[config.mk]
export PLATFORM = sky130hd
export DESIGN_NAME = kmpp_lane
export DESIGN_NICKNAME = d
export VERILOG_FILES = /design/src/rtl/kmpp_pkg.sv /design/src/rtl/kmpp_lane.sv
export SDC_FILE = /design/constraint.sdc
export NUM_CORES = 1
export LEC_CHECK = 0
export ABC_AREA = 1
export BUFFER_PORTS_ARGS = -buffer_cell sky130_fd_sc_hd__clkbuf_2
export CORE_UTILIZATION = 60
export DETAILED_ROUTE_END_ITERATION = 10
export GPL_ROUTABILITY_DRIVEN = 0
export PLACE_DENSITY = 0.79
export SYNTH_ARGS = -nofsm -noshare
export SYNTH_HDL_FRONTEND = slang
export SYNTH_SLANG_ARGS = --single-unit
export TNS_END_PERCENT = 20
[constraint.sdc]
create_clock -name i_clk -period 19.27 [get_ports i_clk]
set_input_delay 0.9635 -clock i_clk [delete_from_list [all_inputs] [get_ports i_clk]]
set_output_delay 0.9635 -clock i_clk [all_outputs]
set_load 0.02 [all_outputs]
[src/rtl/kmpp_pkg.sv]
package kmpp_pkg;

    localparam int MAX_POINTS  = 1024;
    localparam int MAX_CENTERS = 16;
    localparam int DIMS        = 4;
    localparam int COORD_BITS  = 16;

    localparam int AW   = $clog2(MAX_POINTS);
    localparam int NPW  = AW + 1;
    localparam int CNW  = (MAX_CENTERS > 1) ? $clog2(MAX_CENTERS) : 1;
    localparam int NCW  = CNW + 1;
    localparam int SQW  = 2 * COORD_BITS;
    localparam int LDW  = SQW + $clog2(DIMS) + 1;
    localparam int PSW  = LDW + AW;

    localparam int IN_BITS  = ((DIMS * COORD_BITS + 7) / 8) * 8;
    localparam int OUT_RAW  = CNW + AW + DIMS * COORD_BITS;
    localparam int OUT_BITS = ((OUT_RAW + 7) / 8) * 8;

    localparam logic [31:0] SEED_RESET = 32'd2463534242;

    localparam logic [1:0] REG_NUM_POINTS  = 2'd0;
    localparam logic [1:0] REG_NUM_CENTERS = 2'd1;
    localparam logic [1:0] REG_NUM_DIMS    = 2'd2;
    localparam logic [1:0] REG_SEED        = 2'd3;

    localparam logic KIND_LOAD = 1'b0;

    typedef logic signed [COORD_BITS-1:0] t_coord;
    typedef logic [SQW-1:0]               t_sq;
    typedef logic [LDW-1:0]               t_ld;

    typedef enum logic [3:0] {
        ST_IDLE, ST_DRAW0, ST_FETCH, ST_FWAIT, ST_EMIT, ST_PASS, ST_DRAIN,
        ST_KEY1, ST_KEY2, ST_S_LO, ST_S_HI, ST_S_MID, ST_S_CMP
    } t_state;

    function automatic logic [31:0] xorshift(input logic [31:0] x);
        logic [31:0] y;
        y = x ^ (x << 13);
        y = y ^ (y >> 17);
        y = y ^ (y << 5);
        return y;
    endfunction

endpackage

[src/rtl/kmpp_lane.sv]
module kmpp_lane (
    input  logic            i_clk,
    input  kmpp_pkg::t_coord i_point,
    input  kmpp_pkg::t_coord i_center,
    input  logic            i_en,
    output kmpp_pkg::t_sq   o_sq
);
    import kmpp_pkg::*;

    logic signed [COORD_BITS:0] diff;
    t_sq                        r_sq;

    assign diff = i_en ? ({i_point[COORD_BITS-1], i_point} - {i_center[COORD_BITS-1], i_center})
                       : '0;

    always_ff @(posedge i_clk) begin
        r_sq <= SQW'(diff * diff);
    end

    assign o_sq = r_sq;
endmodule

# Yosys cells after proc, flatten, opt, wreduce, memory -nomap -nowiden
# Index checks and enable logic that the tools add are counted.
dict set report word_totals {
  reg_bits 32
  elab_cells 4
  in_bits 34
  out_inout_bits 32
}
dict set report classes {
  add_sub_neg 1
  n_mux 1
  multipliers 1
}
# operator n
set op_table {}
lappend op_table {{multiplier 17 x 17 -> 32 bit} 1}
lappend op_table {{2-to-1 mux 17 bit} 1}
lappend op_table {{subtractor 16 x 16 -> 17 bit} 1}

# Logic depth before layout (Yosys ltp)
dict set report depth {
  ltp_word 3
  ltp_mapped 39
  depth_no_buf 38
}

# Worst setup path after synthesis
# Ideal clock, no wire load.
dict set report synth_path {
  path_type {input to register}
  startpoint {input i_point[0]}
  endpoint {register r_sq[25] (netlist: o_sq[25])}
  setup_slack_ns 12.003
  arrival_time_ns 7.143
  stages 32
  path_buffers 1
  setup_ns 0.123
  t_required_ns 19.147
  cell_sequence {inv_1 > ha_1 > inv_1 > fa_1 > nand2_1 > nand2_1 > nand3_1 > nand2_1 > nand2_1 > nand2_1 > nand2_1 > nand3_1 > buf_2 > nor2_1 > fa_1 > fa_1 > inv_1 > fa_1 > inv_1 > fa_1 > fa_1 > inv_1 > fa_1 > inv_1 > ha_1 > a21oi_1 > o21ai_0 > a21oi_1 > nand2_1 > a21boi_0 > o21bai_1 > xor2_1}
}
dict set report synth_via {
  elab_chain_cells 3
}
# element line
set synth_rtl {}
lappend synth_rtl {{start, declared} kmpp_lane.sv:3} ;# input kmpp_pkg::t_coord i_point,
lappend synth_rtl {{subtractor 16 x 16 -> 17 bit} kmpp_lane.sv:13} ;# assign diff = i_en ? ({i_point[COORD_BITS-1], i_point} - {i_center[COORD_BITS-1], i_center})
lappend synth_rtl {{2-to-1 mux 17 bit} kmpp_lane.sv:13}
lappend synth_rtl {{multiplier 17 x 17 -> 32 bit} kmpp_lane.sv:17} ;# r_sq <= SQW'(diff * diff);
lappend synth_rtl {{end signal, assigned} kmpp_lane.sv:17}
lappend synth_rtl {{end, declared} kmpp_lane.sv:11} ;# t_sq r_sq;
# No other way between the ends.

# Final worst setup path
dict set report layout_path {
  startpoint {input i_point[0]}
  endpoint {register r_sq[31] (netlist: o_sq[31])}
}
# The elaborated chain is that of the path after synthesis.

==> impl_metrics.ini <==
[run_status]
outcome = finished, violations left
violations = DRC

[clock_tree]
clk_pin_slew_ns = 0.06
cts_resized = 0
clock-root-buffer = clkbuf_16
clock_sinks = 31
post-cts-setup-buffers = 0
cts_made_buffers = 5
h-tree-depth = 2
cts_buffer_depth = 2
cts_hold_buf = 0
cts_tree = yes

[global_route]
grt_pass1_wl_mm = 44.3
antenna_found_initial = 0
grt_max_degree = 21
grt.total_usage_pct = 29.4
gr-total-overflow = 0
first_global_vias = 9651

[timing]
rsz0062_at_grt = false
final.min_clock_period_ns = 8.52
finalHoldViolations = 0
worst_slew_pin_slew_ns = 0.799
maxSlewViolCount = 0
finalCritPeriodShare_pct = 44.2
setup_viol_count_final = 0
finalSetupTns_ns = 0
max_freq_mhz = 117
max_slew_margin_pct = 46.6

[setup_path]
start_kind = input pin
path_max_fanout = 12
worstPathRequired_ns = 19.45
path_buf_inv = 8
crit_start = i_point[0]
crit_type = in -> reg
end_kind = flop
critPathMaxStageDelay_ns = 0.64
cp.arrival_ns = 8.70
cpMaxStageDelayCell = fa_1
cp_top_family = adder cells

[logic_synthesis]
post-synth-top-area-fraction_pct = 46.3
synthAdderAreaFrac_pct = 56.6
synth_top_family_by_area = adder cells
ys_ff_latch = 31
synth_edf_count = 0
synthDistinctLibCells = 41
ys.flop_type = dfxtp_1
synth.top_cells.by_count = inv_1, fa_1, nand2_1
synth.cell_area_sq_mm = 0.0112
synth_cells = 1345
yosysMostFrequentCell = inv_1
synthMuxAreaShare_pct = 0.100
synth_compound_area_share_pct = 4.28
synth.avg_cell_area_sq_um = 8.36
syn-num-nets = 1731
ys.warnings.count = 0
yosys.area_share.xor_xnor_pct = 2.88
async_flop_share_pct = 0
yosysTopAreaCell = fa_1
synth_simple_gate_area_share_pct = 15.9
synth_area_leaders = fa_1, inv_1, ha_1
yosysSeqAreaShare_pct = 5.52

[layout]
area_delta_synth_final_pct = 5.99
antenna_cells = 0
n_fill_cell = 1536
largest_register_ffs = 31
drive_gt1_share_pct = 7.86
nNetsFinal = 1785

[route]
routedWlPerCell_microns = 15.8
first_pass_iters = 8
drtAntennaViolNets = 0
via_count = 8748
drtIter0Drc = 469
viasPerCell = 5.37
wirelength_mm = 25.7
drc_errors = 1

[die]
io_pins = 66
die_h_microns = 139
rows = 49
core_sq_mm = 0.0181
start_util_pct = 61.9
die-area_sq_mm = 0.0193
die_w_microns = 139

[placed_design]
port_buffers = 64
dpl.hpwl_mm = 22.1

[flow_run]
maxCapViolCount = 0

[min_path]
hp-start = i_en
worstHoldPathType = in -> reg
-- metal layers --
layer	global-route usage (%)	wire length (microns)
met1	33.0	9140
met2	53.4	13300
met5	0	0
met3	5.15	1780
met4	15.6	1460
-- through the flow --
step	hold slack, ns	cell area, sq um	instances	util (%)	worst slack [ns]
6_report	1.46	11900	1629	65.6	10.75
5_1_grt	1.49	11900	1629	65.6	10.35
4_1_cts	1.42	11900	1629	65.6	10.90
3_5_place_dp	1.38	11700	1621	64.7	10.63
3_3_place_gp	1.38	11700	1621	64.7	10.78
2_1_floorplan	1.21	11200	1345	-	12.00
-- layout by cell type (no fill, tap or decap), types with 6 or more instances in the layout --
master      n
a21oi_1    47
clkbuf_2   64
dfxtp_1    31
fa_1      260
ha_1       92
inv_1     396
inv_2       6
nand2_1   206
nand3_1    39
nor2_1    124
nor2_4     11
nor3_1      7
o21ai_0    17
o21bai_1    6
xnor2_1    13
xor2_1     24
-- cell families (layout without fill, tap and decap cells) --
kind of cell | count (synthesis) | in the layout
AO/OA/AOI/OAI | 85 | 85
XOR/XNOR | 37 | 37
adder cells (fa/ha/maj) | 352 | 352
buffers and inverters | 424 | 479
flip-flops | 31 | 31
multiplexers | 1 | 1
other | 1 | 1
AND/OR/NAND/NOR | 414 | 414
-- path summary, 6_finish.rpt --
kind | to | depth (start not counted) | slack [ns]
setup / recovery | o_sq[31]$_DFF_P_ | 31 | 10.75
hold / removal | o_sq[2]$_DFF_P_ | 3 | 1.46
-- area by class of cell --
type,count,area [sq um],area share (%)
clock inverters,2,35.0,0.294
repair buffers,68,350,2.94
multi-input cells,890,8960,75.2
well taps,229,287,2.41
flip-flops and latches,31,621,5.21
clock buffers,6,139,1.17
inverters,403,1520,12.8
Power is left out: the tool's default activity adds up to more than one toggle a clock period on the data nets, which glitch-free logic cannot reach.
