### src/rtl/kmpp_pkg.sv
package kmpp_pkg;

    localparam int MAX_POINTS  = 1024;
    localparam int MAX_CENTERS = 16;
    localparam int DIMS        = 4;
    localparam int COORD_BITS  = 16;

    localparam int AW   = $clog2(MAX_POINTS);
    localparam int NPW  = AW + 1;
    localparam int CNW  = (MAX_CENTERS > 1) ? $clog2(MAX_CENTERS) : 1;
    localparam int NCW  = CNW + 1;
    localparam int SQW  = 2 * COORD_BITS;
    localparam int LDW  = SQW + $clog2(DIMS) + 1;
    localparam int PSW  = LDW + AW;

    localparam int IN_BITS  = ((DIMS * COORD_BITS + 7) / 8) * 8;
    localparam int OUT_RAW  = CNW + AW + DIMS * COORD_BITS;
    localparam int OUT_BITS = ((OUT_RAW + 7) / 8) * 8;

    localparam logic [31:0] SEED_RESET = 32'd2463534242;

    localparam logic [1:0] REG_NUM_POINTS  = 2'd0;
    localparam logic [1:0] REG_NUM_CENTERS = 2'd1;
    localparam logic [1:0] REG_NUM_DIMS    = 2'd2;
    localparam logic [1:0] REG_SEED        = 2'd3;

    localparam logic KIND_LOAD = 1'b0;

    typedef logic signed [COORD_BITS-1:0] t_coord;
    typedef logic [SQW-1:0]               t_sq;
    typedef logic [LDW-1:0]               t_ld;

    typedef enum logic [3:0] {
        ST_IDLE, ST_DRAW0, ST_FETCH, ST_FWAIT, ST_EMIT, ST_PASS, ST_DRAIN,
        ST_KEY1, ST_KEY2, ST_S_LO, ST_S_HI, ST_S_MID, ST_S_CMP
    } t_state;

    function automatic logic [31:0] xorshift(input logic [31:0] x);
        logic [31:0] y;
        y = x ^ (x << 13);
        y = y ^ (y >> 17);
        y = y ^ (y << 5);
        return y;
    endfunction

endpackage

### src/rtl/kmpp_merge.sv
module kmpp_merge (
    input  logic                i_clk,
    input  kmpp_pkg::t_sq [kmpp_pkg::DIMS-1:0] i_sq,
    output kmpp_pkg::t_ld       o_sum
);
    import kmpp_pkg::*;

    t_ld sum;
    t_ld r_sum;

    always_comb begin
        sum = '0;
        for (int d = 0; d < DIMS; d++) begin
            sum = sum + LDW'(i_sq[d]);
        end
    end

    always_ff @(posedge i_clk) begin
        r_sum <= sum;
    end

    assign o_sum = r_sum;
endmodule

### config.mk
export PLATFORM = sky130hd
export DESIGN_NAME = kmpp_merge
export DESIGN_NICKNAME = d
export VERILOG_FILES = /design/src/rtl/kmpp_pkg.sv /design/src/rtl/kmpp_merge.sv
export SDC_FILE = /design/constraint.sdc
export NUM_CORES = 1
export LEC_CHECK = 0
export BUFFER_PORTS_ARGS = -buffer_cell sky130_fd_sc_hd__buf_2
export CORE_MARGIN = 2
export CORE_UTILIZATION = 46
export DETAILED_ROUTE_END_ITERATION = 12
export GPL_ROUTABILITY_DRIVEN = 0
export GPL_TIMING_DRIVEN = 0
export PLACE_DENSITY_LB_ADDON = 0.12
export SYNTH_ARGS = -nofsm -noshare
export SYNTH_HDL_FRONTEND = slang
export SYNTH_SLANG_ARGS = --single-unit
### constraint.sdc
create_clock -name i_clk -period 3.94 [get_ports i_clk]
set_input_delay 0.788 -clock i_clk [delete_from_list [all_inputs] [get_ports i_clk]]
set_output_delay 0.788 -clock i_clk [all_outputs]
set_load 0.1 [all_outputs]
Yosys cells after proc, flatten, opt, wreduce, memory -nomap -nowiden --
Cells that the tools add are included. Widths: inputs -> output; s select.
Cells by class: $add $sub $neg 3
Operators with widths (count):
- $add 34x32->35 | 1
- $add 33x32->34 | 1
- $add 32x32->33 | 1
Word-level totals: register bits after elaboration 35, bits of input ports 129, output and inout bits 35, logic and storage cells 4

Logic depth before layout (Yosys ltp) --
Gate-level depths: netlist (run 1).
depth in word-level cells 3, gate-level depth with buffers 13, gate-level depth less buffers 13

Worst setup path after synthesis (run 1) --
Ideal clock, no wire load.
path kind input -> register, from input i_sq[1] (netlist bit), to register r_sum[29], in the netlist o_sum[29], setup time 0.123 ns, arrival time 3.872 ns, data required time 3.817 ns, slack -0.055 ns, cell stages on the path 13, path buffers 0, cell sequence inv_1 fa_1 inv_1 fa_1 ha_1 fa_1 a21o_1 a221o_1 o211ai_2 a31oi_4 a211oi_2 o21ai_1 xor2_1
On the way: longest elaborated chain between the ends 3
RTL lines:
- start: declaration | RTL line kmpp_merge.sv:3 | input kmpp_pkg::t_sq [kmpp_pkg::DIMS-1:0] i_sq,
- $add 32x32->33 | RTL line kmpp_merge.sv:14 | sum = sum + LDW'(i_sq[d]);
- $add 33x32->34 | RTL line kmpp_merge.sv:14
- $add 34x32->35 | RTL line kmpp_merge.sv:14
- via sum[29] | RTL line kmpp_merge.sv:8 | t_ld sum;
- end signal: assignment | RTL line kmpp_merge.sv:19 | r_sum <= sum;
- end: declaration | RTL line kmpp_merge.sv:9 | t_ld r_sum;
The timed path passes the listed nets, and every way through them passes these cells.

Worst setup path in the final report (run 1) --
from input i_sq[65] (netlist bit), to register r_sum[19], in the netlist o_sum[19]
On the way: longest elaborated chain between the ends 2
RTL lines (RTL line):
- $add 33x32->34 | kmpp_merge.sv:14
- $add 34x32->35 | kmpp_merge.sv:14
- via sum[19] | kmpp_merge.sv:8
The timed path passes the listed nets, and every way through them passes these cells.

==> flow_results.org, run 1 <==
** Global routing
- First-pass GRT wire length :: 16.0 mm
- Largest net degree at the start of global routing :: 11
- Global routing finished with a remaining overflow of 0.
- The initial antenna violation count came to 0.
- Vias in the first global route :: 3,840
- Total Routing Usage GR :: 18.5%

** Timing
- In the finished design, the share of the clock period the worst path needs comes to 101%.
- Measured against its own limit, the worst slew margin works out to 65.4%.
- Minimum period implied by the final worst setup slack :: 3.99 ns
- For this run, the top clock speed supported by timing is 0.250 GHz.
- Setup violations remaining at the end of the flow were counted as 6.
- Number of hold violations in the final report :: 0
- Unrepaired setup endpoints after global routing :: yes
- Number of max-slew violations in the final report :: 0
- Setup ws final :: -0.0538 ns
- Slew at the pin closest to its max-slew limit :: 0.522 ns

** Synth
- Of all flip-flops after synthesis, the portion carrying an async set or reset was 0%.
- Number of warnings printed during yosys synthesis :: 0
- Avg Synthesized Cell Area :: 8.50 µm²
- Yosys mapped the design onto 49 distinct sky130hd cell types.
- Summing the sequential cell areas from Yosys gives 15.1% of the chip area.
- Dominant synthesized flop cell :: sky130_fd_sc_hd__dfxtp_1
- Count of flip-flops with a built-in enable after synthesis :: 0
- Synthesis handed over a netlist of 529 instances.
- The synthesized netlist occupies a cell area of 0.00449 mm².
- Synthesis-stage register bit count :: 34
- Counting every net in the synthesized netlist gives 755.

** Worst setup path
- Type of the setup path with the least slack :: in -> reg
- STA puts the critical path data required time at 4.14 ns.
- Series of cell instances along the critical path :: buf_8 -> inv_4 -> fa_1 -> inv_2 -> fa_1 -> ha_2 -> fa_2 -> a21o_1 -> a221o_1 -> o211ai_2 -> a31oi_4 -> buf_4 -> buf_6 -> a31oi_4 -> xnor2_1
- Counting buffers and inverters, the worst setup path is 15 cells deep.
- Biggest fanout along the worst timing path :: 4
- Counting both buffers and inverters, the worst setup path holds a total of 5.
- On the worst path, the slowest cell contributes a delay of 0.55 ns.
- The most critical setup path has its endpoint at o_sum[19].
- For the worst setup path, the data arrival time is 4.20 ns.
- Crit path capture type :: flip-flop
- Gate family responsible for the most delay along the worst path :: adder cells
- Crit start category :: input port
- Slowest cell on the critical path :: sky130_fd_sc_hd__fa_1
- Worst setup startpoint :: i_sq[65]

** Finish
- The register with the most flip-flops in the layout has 34 of them.
- The top cell types in the final layout, fill and taps aside, are sky130_fd_sc_hd__inv_1, sky130_fd_sc_hd__buf_2, sky130_fd_sc_hd__fa_1.
- Area of all placed cells without fillers :: 0.00570 mm²
- Antenna diodes :: 0
- Area Growth Syn to Fin :: 26.8%
- Fraction of the core area covered by cells at the end of the flow :: 59.1%
- Leading cell type in the layout, fill and taps excluded :: sky130_fd_sc_hd__inv_1
- The count of cells in the finished layout, fillers not included, comes to 840.
- Layout cells sized above 1 :: 28.6%
- Final net count :: 932

** Floorplanning
- For this configuration, the core starts out at a cell density of 46.6%.
- For this design the top-level I/O count stands at 164.
- Number of core rows :: 36
- The floorplan step defined a core boundary enclosing 0.00964 mm².
- Measured along the x axis, the die boundary spans 103 µm.
- Measured along the y axis, the die boundary spans 103 µm.
- Area of the die :: 0.0106 mm²

** Clock tree
- The H-tree was split into 2 levels.
- The clock drives 34 sinks.
- Number of buffers created by CTS :: 5
- Reg clk slew, reported paths :: 0.07 ns
- In this run the clock root is driven by a sky130_fd_sc_hd__clkbuf_8.
- TritonCTS clock tree :: done
- The longest clock path from root to sink contains 2 buffers.

** Placed design
- DP Area :: 0.00548 mm²
- Post-place setup slack :: -0.418 ns
- Placed insts :: 824
- The count of buffers added on input and output ports is 162.
- Detailed placement finished with a half-perimeter wire length of 8.28 mm.

** Routing
- Before antenna repair, the detailed router went through 4 iterations.
- Total wire length :: 9.60 mm
- In the final routed layout, each cell accounts on average for 11.4 µm.
- Post-route antenna net violation count :: 0
- Detailed-route via count :: 3,923
- Via/cell ratio :: 4.67
- Number of DRC markers after the initial detailed-route iteration :: 187
- For this run, design rule violations remaining after detail routing come to 0.

** Power and ir drop
- IR analysis of the VDD net gives a maximum drop of 315 µV.
- Dividing total power by cell area gives a power density of 725 mW/mm².
- Leakage power summed over all cells :: 3.32 nW
- Design Power :: 4.13 mW

** Hold path
- Kind of path behind the tightest hold check :: in -> reg

** Run status
- Violations in the final reports :: negative setup slack
- The flow ran to the end, but the final reports show violations.

** Job
- The tool flagged a number of max-cap violations equal to 0.
-- area by class of cell --
| cell class | count | area, µm² |
|---|---|---|
| fillers | 914 | 3940 |
| multi-input cells | 298 | 3120 |
| repair buffers | 172 | 900 |
| inverters | 183 | 689 |
| flip-flops and latches | 34 | 681 |
| well taps | 133 | 166 |
| clock buffers | 7 | 86.3 |
| plain buffers | 12 | 53.8 |
| clock inverters | 1 | 5.00 |
-- where the power goes --
part,internal (mW),total (mW),switching (mW)
Combinational,0.908,3.28,2.37
Clock,0.141,0.267,0.126
Sequential,0.537,0.578,0.0415
Total,1.59,4.13,2.54
-- Yosys cell counts (all sizes together), types with 2 or more instances --
| library cell | count | area (µm²) |
|---|---|---|
| a211o | 2 | 17.5 |
| a211oi | 7 | 57.6 |
| a21o | 24 | 180 |
| a21oi | 24 | 120 |
| a221o | 2 | 20.0 |
| a221oi | 3 | 32.5 |
| a311oi | 2 | 17.5 |
| a31o | 3 | 26.3 |
| a31oi | 5 | 46.3 |
| and3 | 6 | 37.5 |
| and4 | 2 | 17.5 |
| buf | 5 | 27.5 |
| clkbuf | 9 | 33.8 |
| dfxtp | 34 | 681 |
| fa | 64 | 1280 |
| ha | 33 | 413 |
| inv | 183 | 687 |
| nand2 | 13 | 48.8 |
| nand2b | 2 | 12.5 |
| nand3 | 9 | 45.0 |
| nand4 | 7 | 43.8 |
| nor2 | 10 | 37.5 |
| nor2b | 3 | 18.8 |
| nor3 | 7 | 35.0 |
| nor4 | 3 | 18.8 |
| o211ai | 5 | 42.5 |
| o21a | 6 | 45.0 |
| o21ai | 9 | 45.0 |
| o21bai | 4 | 30.0 |
| o22ai | 2 | 12.5 |
| o31a | 2 | 17.5 |
| o31ai | 3 | 22.5 |
| xnor2 | 16 | 140 |
| xor2 | 11 | 96.3 |
-- metal layers --
layer	vias up	wire [µm]	track usage (%)
li1	1994	-	-
met2	132	4870	34.3
met3	8	623	2.64
met5	-	0	0
met4	0	76	3.24
met1	1789	4030	23.3
-- how the worst min path moves through the flow --
stage                    end  cells past startpoint     start
floorplan           o_sum[0]                      1  i_sq[96]
global placement    o_sum[0]                      2  i_sq[96]
detailed placement  o_sum[0]                      2  i_sq[96]
CTS                 o_sum[0]                      2  i_sq[96]
global route        o_sum[0]                      2  i_sq[96]
finish              o_sum[0]                      2  i_sq[96]
-- repair_timing --
| action | in CTS | in global routing |
|---|---|---|
| hold buffers | 0 | 0 |
| gates cloned | 0 | 0 |
| resized for setup | 1 | 12 |
| setup buffers | 3 | 7 |
| setup endpoints to repair | 3 | 9 |
| pin swaps | 4 | 14 |
-- cells by family after synthesis --
| kind of cell | after synthesis | share of synthesized area [%] |
|---|---|---|
| AO/OA/AOI/OAI | 109 | 17.8 |
| XOR/XNOR | 27 | 5.26 |
| adder cells (fa/ha/maj) | 97 | 37.7 |
| buffers and inverters | 197 | 16.6 |
| flip-flops | 34 | 15.1 |
| multiplexers | 1 | 0.223 |
| other | 1 | 0.0834 |
| AND/OR/NAND/NOR | 63 | 7.16 |
-- metrics by stage --
step	setup TNS (ns)	hold slack (ns)
finish	-0.208	0.738
global route	-0.867	0.733
CTS	0	0.739
detailed placement	-2.37	1.04
global placement	-1.85	1.01
floorplan	0	0.918
Power figures use the tool's default switching activity.
==> inputs of run 2 (changes only) <==
--- a/config.mk
+++ b/config.mk
@@ -6,7 +6,7 @@
 export NUM_CORES = 1
 export LEC_CHECK = 0
 export BUFFER_PORTS_ARGS = -buffer_cell sky130_fd_sc_hd__buf_2
-export CORE_MARGIN = 2
+export CORE_MARGIN = 4
 export CORE_UTILIZATION = 46
 export DETAILED_ROUTE_END_ITERATION = 12
 export GPL_ROUTABILITY_DRIVEN = 0
==> run 2 against run 1 <==
- the run now ends clean
- setup slack better by 0.082 ns
- critical endpoint is now o_sum[31]
- final cell count down 1.3%
- design area down 1.8%
- hold slack better by 0.0048 ns
- first-iteration DRC count down 16%
==> flow_results.org, run 2 (synthesized netlist as in run 1, its figures left out) <==
** Run status
- Result of the run :: finished, final reports clean

** Power and ir drop
- Cell Int Power :: 1.52 mW
- Leakage power summed over all cells :: 3.27 nW
- VDD sags by at most 333 µV.
- Portion of total power attributed to the clock network :: 6.1%
- The analysis attributes to net switching a power of 2.50 mW.
- The share of total power dissipated in sequential elements is 14.4%.
- For this design the ratio of total power to cell area is 719 mW/mm².
- Net switching is 62.2% of the power.
- The share of total power dissipated in combinational logic is 79.5%.

** Floorplanning
- Boundary Pins :: 164
- Once the floorplan was initialized, standard cells occupied 48.0% of the core.
- The die is 107 µm wide.
- Area of the die :: 0.0114 mm²
- Height of the die :: 107 µm
- Number of core rows :: 35
- Area of the core :: 0.00937 mm²

** Placed design
- Placed insts :: 820
- Post-place setup slack :: -0.413 ns
- DP Area :: 0.00547 mm²
- After legalization and detailed placement, the total HPWL measured 8.54 mm.
- # port buffers :: 162

** Worst setup path
- Data arrival time of the critical path :: 4.09 ns
- The critical path is of the in -> reg type.
- Gate family responsible for the most delay along the worst path :: adder cells
- At the worst endpoint, the required time is 4.12 ns.
- The critical path contains buffers and inverters numbering 3 combined.
- Among all stages on the critical path, the largest delay is contributed by sky130_fd_sc_hd__fa_1.
- Crit-path max cell delay :: 0.53 ns
- The worst setup path is launched from an input port.
- Most used cell along the critical path :: sky130_fd_sc_hd__fa_1
- Walking the worst path, the cells encountered are buf_6 -> inv_2 -> fa_1 -> inv_1 -> fa_1 -> ha_2 -> fa_2 -> a21o_1 -> a221o_1 -> o2111ai_1 -> a311oi_1 -> o22ai_2 -> nor2_1 -> a211oi_1.
- Biggest fanout along the worst timing path :: 4
- Crit path capture type :: flip-flop

** Global routing
- Global routing used 17.1% of the available tracks across all layers.
- First-pass GRT wire length :: 16.4 mm
- Vias in the first global route :: 3,863
- Number of antenna violations at the first check in global routing :: 0
- Remaining global-route overflow :: 0
- Largest net degree at the start of global routing :: 11

** Job
- Max-cap viol count :: 0

** Clock tree
- For this design, the sink count on the clock tree is 34.
- H-tree depth reported by CTS :: 2
- Number of buffers created by CTS :: 5
- TritonCTS built the clock tree.
- The clock passes through at most 2 buffers.
- Buffers inserted to repair hold after CTS numbered 0.
- Clock Root Buffer :: sky130_fd_sc_hd__clkbuf_8
- Reg clk slew, reported paths :: 0.07 ns

** Finish
- In the layout the commonest cells are sky130_fd_sc_hd__inv_1, sky130_fd_sc_hd__buf_2, sky130_fd_sc_hd__fa_1.
- Area of the multi-input gates :: 0.00308 mm²
- Number of flip-flops in the largest register :: 34
- Filler-free cell count of the finished design :: 829
- Layout cells sized above 1 :: 27.3%
- At the end of the flow, the number of nets in the layout was 926.
- Filler instances :: 892
- Area of all placed cells without fillers :: 0.00559 mm²
- Antenna diodes :: 0
- Area Growth Syn to Fin :: 24.4%
- Leaving out fill and tap cells, the most frequent cell in the layout is sky130_fd_sc_hd__inv_1.
- Summing all flip-flop and latch instances after layout gives 681 µm².

** Routing
- Detailed-route via count :: 3,915
- For this run, the detailed router's first-pass iteration total came to 4.
- WL per Instance :: 11.8 µm
- Summed over all layers, the routed wires come to 9.75 mm.
- For this run, design rule violations remaining after detail routing come to 0.
- Via/cell ratio :: 4.72
- Once detail routing completed, the nets flagged for antenna violations numbered 0.
- Number of DRC markers after the initial detailed-route iteration :: 158

** Timing
- Minimum period implied by the final worst setup slack :: 3.91 ns
- Setup slack closes at 0.0284 ns.
- The number of pins exceeding their max-slew limit in the final report is 0.
- Setup violations remaining at the end of the flow were counted as 0.
- Achievable frequency :: 0.256 GHz
- For the pin with the worst max-slew slack, the measured transition is 0.507 ns.
- Setup repair after global routing could not meet its margin everywhere.
- The worst pin sits at a relative slew slack of 65.8%.
- Number of hold violations in the final report :: 0
- The worst path uses 99.3% of the clock period.

** Hold path
- Kind of path behind the tightest hold check :: in -> reg
## run 2: cell types whose count changed in the layout (fill, tap and decap cells not counted), sizes merged
cell	previous run	this run
clkinv	1	0
buf	177	171
## run 2: power groups by stage
stage / sequential, mW / combinational, mW / clock [mW]
after global routing: 0.598 / 3.44 / 0.269
after CTS: 0.583 / 3.19 / 0.256
after floorplan: 1.89 / 1.29 / 0
after global placement: 0.584 / 3.11 / 0
final: 0.580 / 3.20 / 0.245
after detailed placement: 0.590 / 3.15 / 0
## run 2: metrics by stage
| stage | power, mW | util [%] | hold slack [ns] | setup TNS, ns |
|---|---|---|---|---|
| global route | 4.30 | 59.7 | 0.749 | -0.152 |
| floorplan | 3.19 | - | 0.918 | 0 |
| global placement | 3.70 | 58.4 | 1.01 | -1.79 |
| CTS | 4.03 | 59.5 | 0.738 | 0 |
| finish | 4.02 | 59.7 | 0.743 | 0 |
| detailed placement | 3.74 | 58.4 | 1.03 | -2.06 |
## run 2: path summary, 6_finish.rpt
path	cells after the start	to	from	slack, ns
worst max-delay path	14	o_sum[31]	i_sq[1]	0.03
worst min-delay path	2	o_sum[0]	i_sq[96]	0.74
## run 2: per-layer routing
metal | track usage, % | share of wire (%)
met1 | 22.3 | 43
met2 | 29.6 | 49
met3 | 2.71 | 6.7
met4 | 4.20 | 1.1
met5 | 0 | 0
## run 2: cell type report
cell class / instances / share of cell area [%]
multi-input cells: 298 / 55.1
repair buffers: 166 / 15.2
inverters: 183 / 12.3
flip-flops and latches: 34 / 12.2
well taps: 129 / 2.89
clock buffers: 7 / 1.36
plain buffers: 12 / 0.962
## run 2: timing repair
item | 4_1_cts | 5_1_grt
pin swaps | 4 | 4
gates resized for setup | 1 | 5
endpoints found under the setup margin | 3 | 7
setup buffers | 3 | 1
hold endpoints to repair | 0 | 0
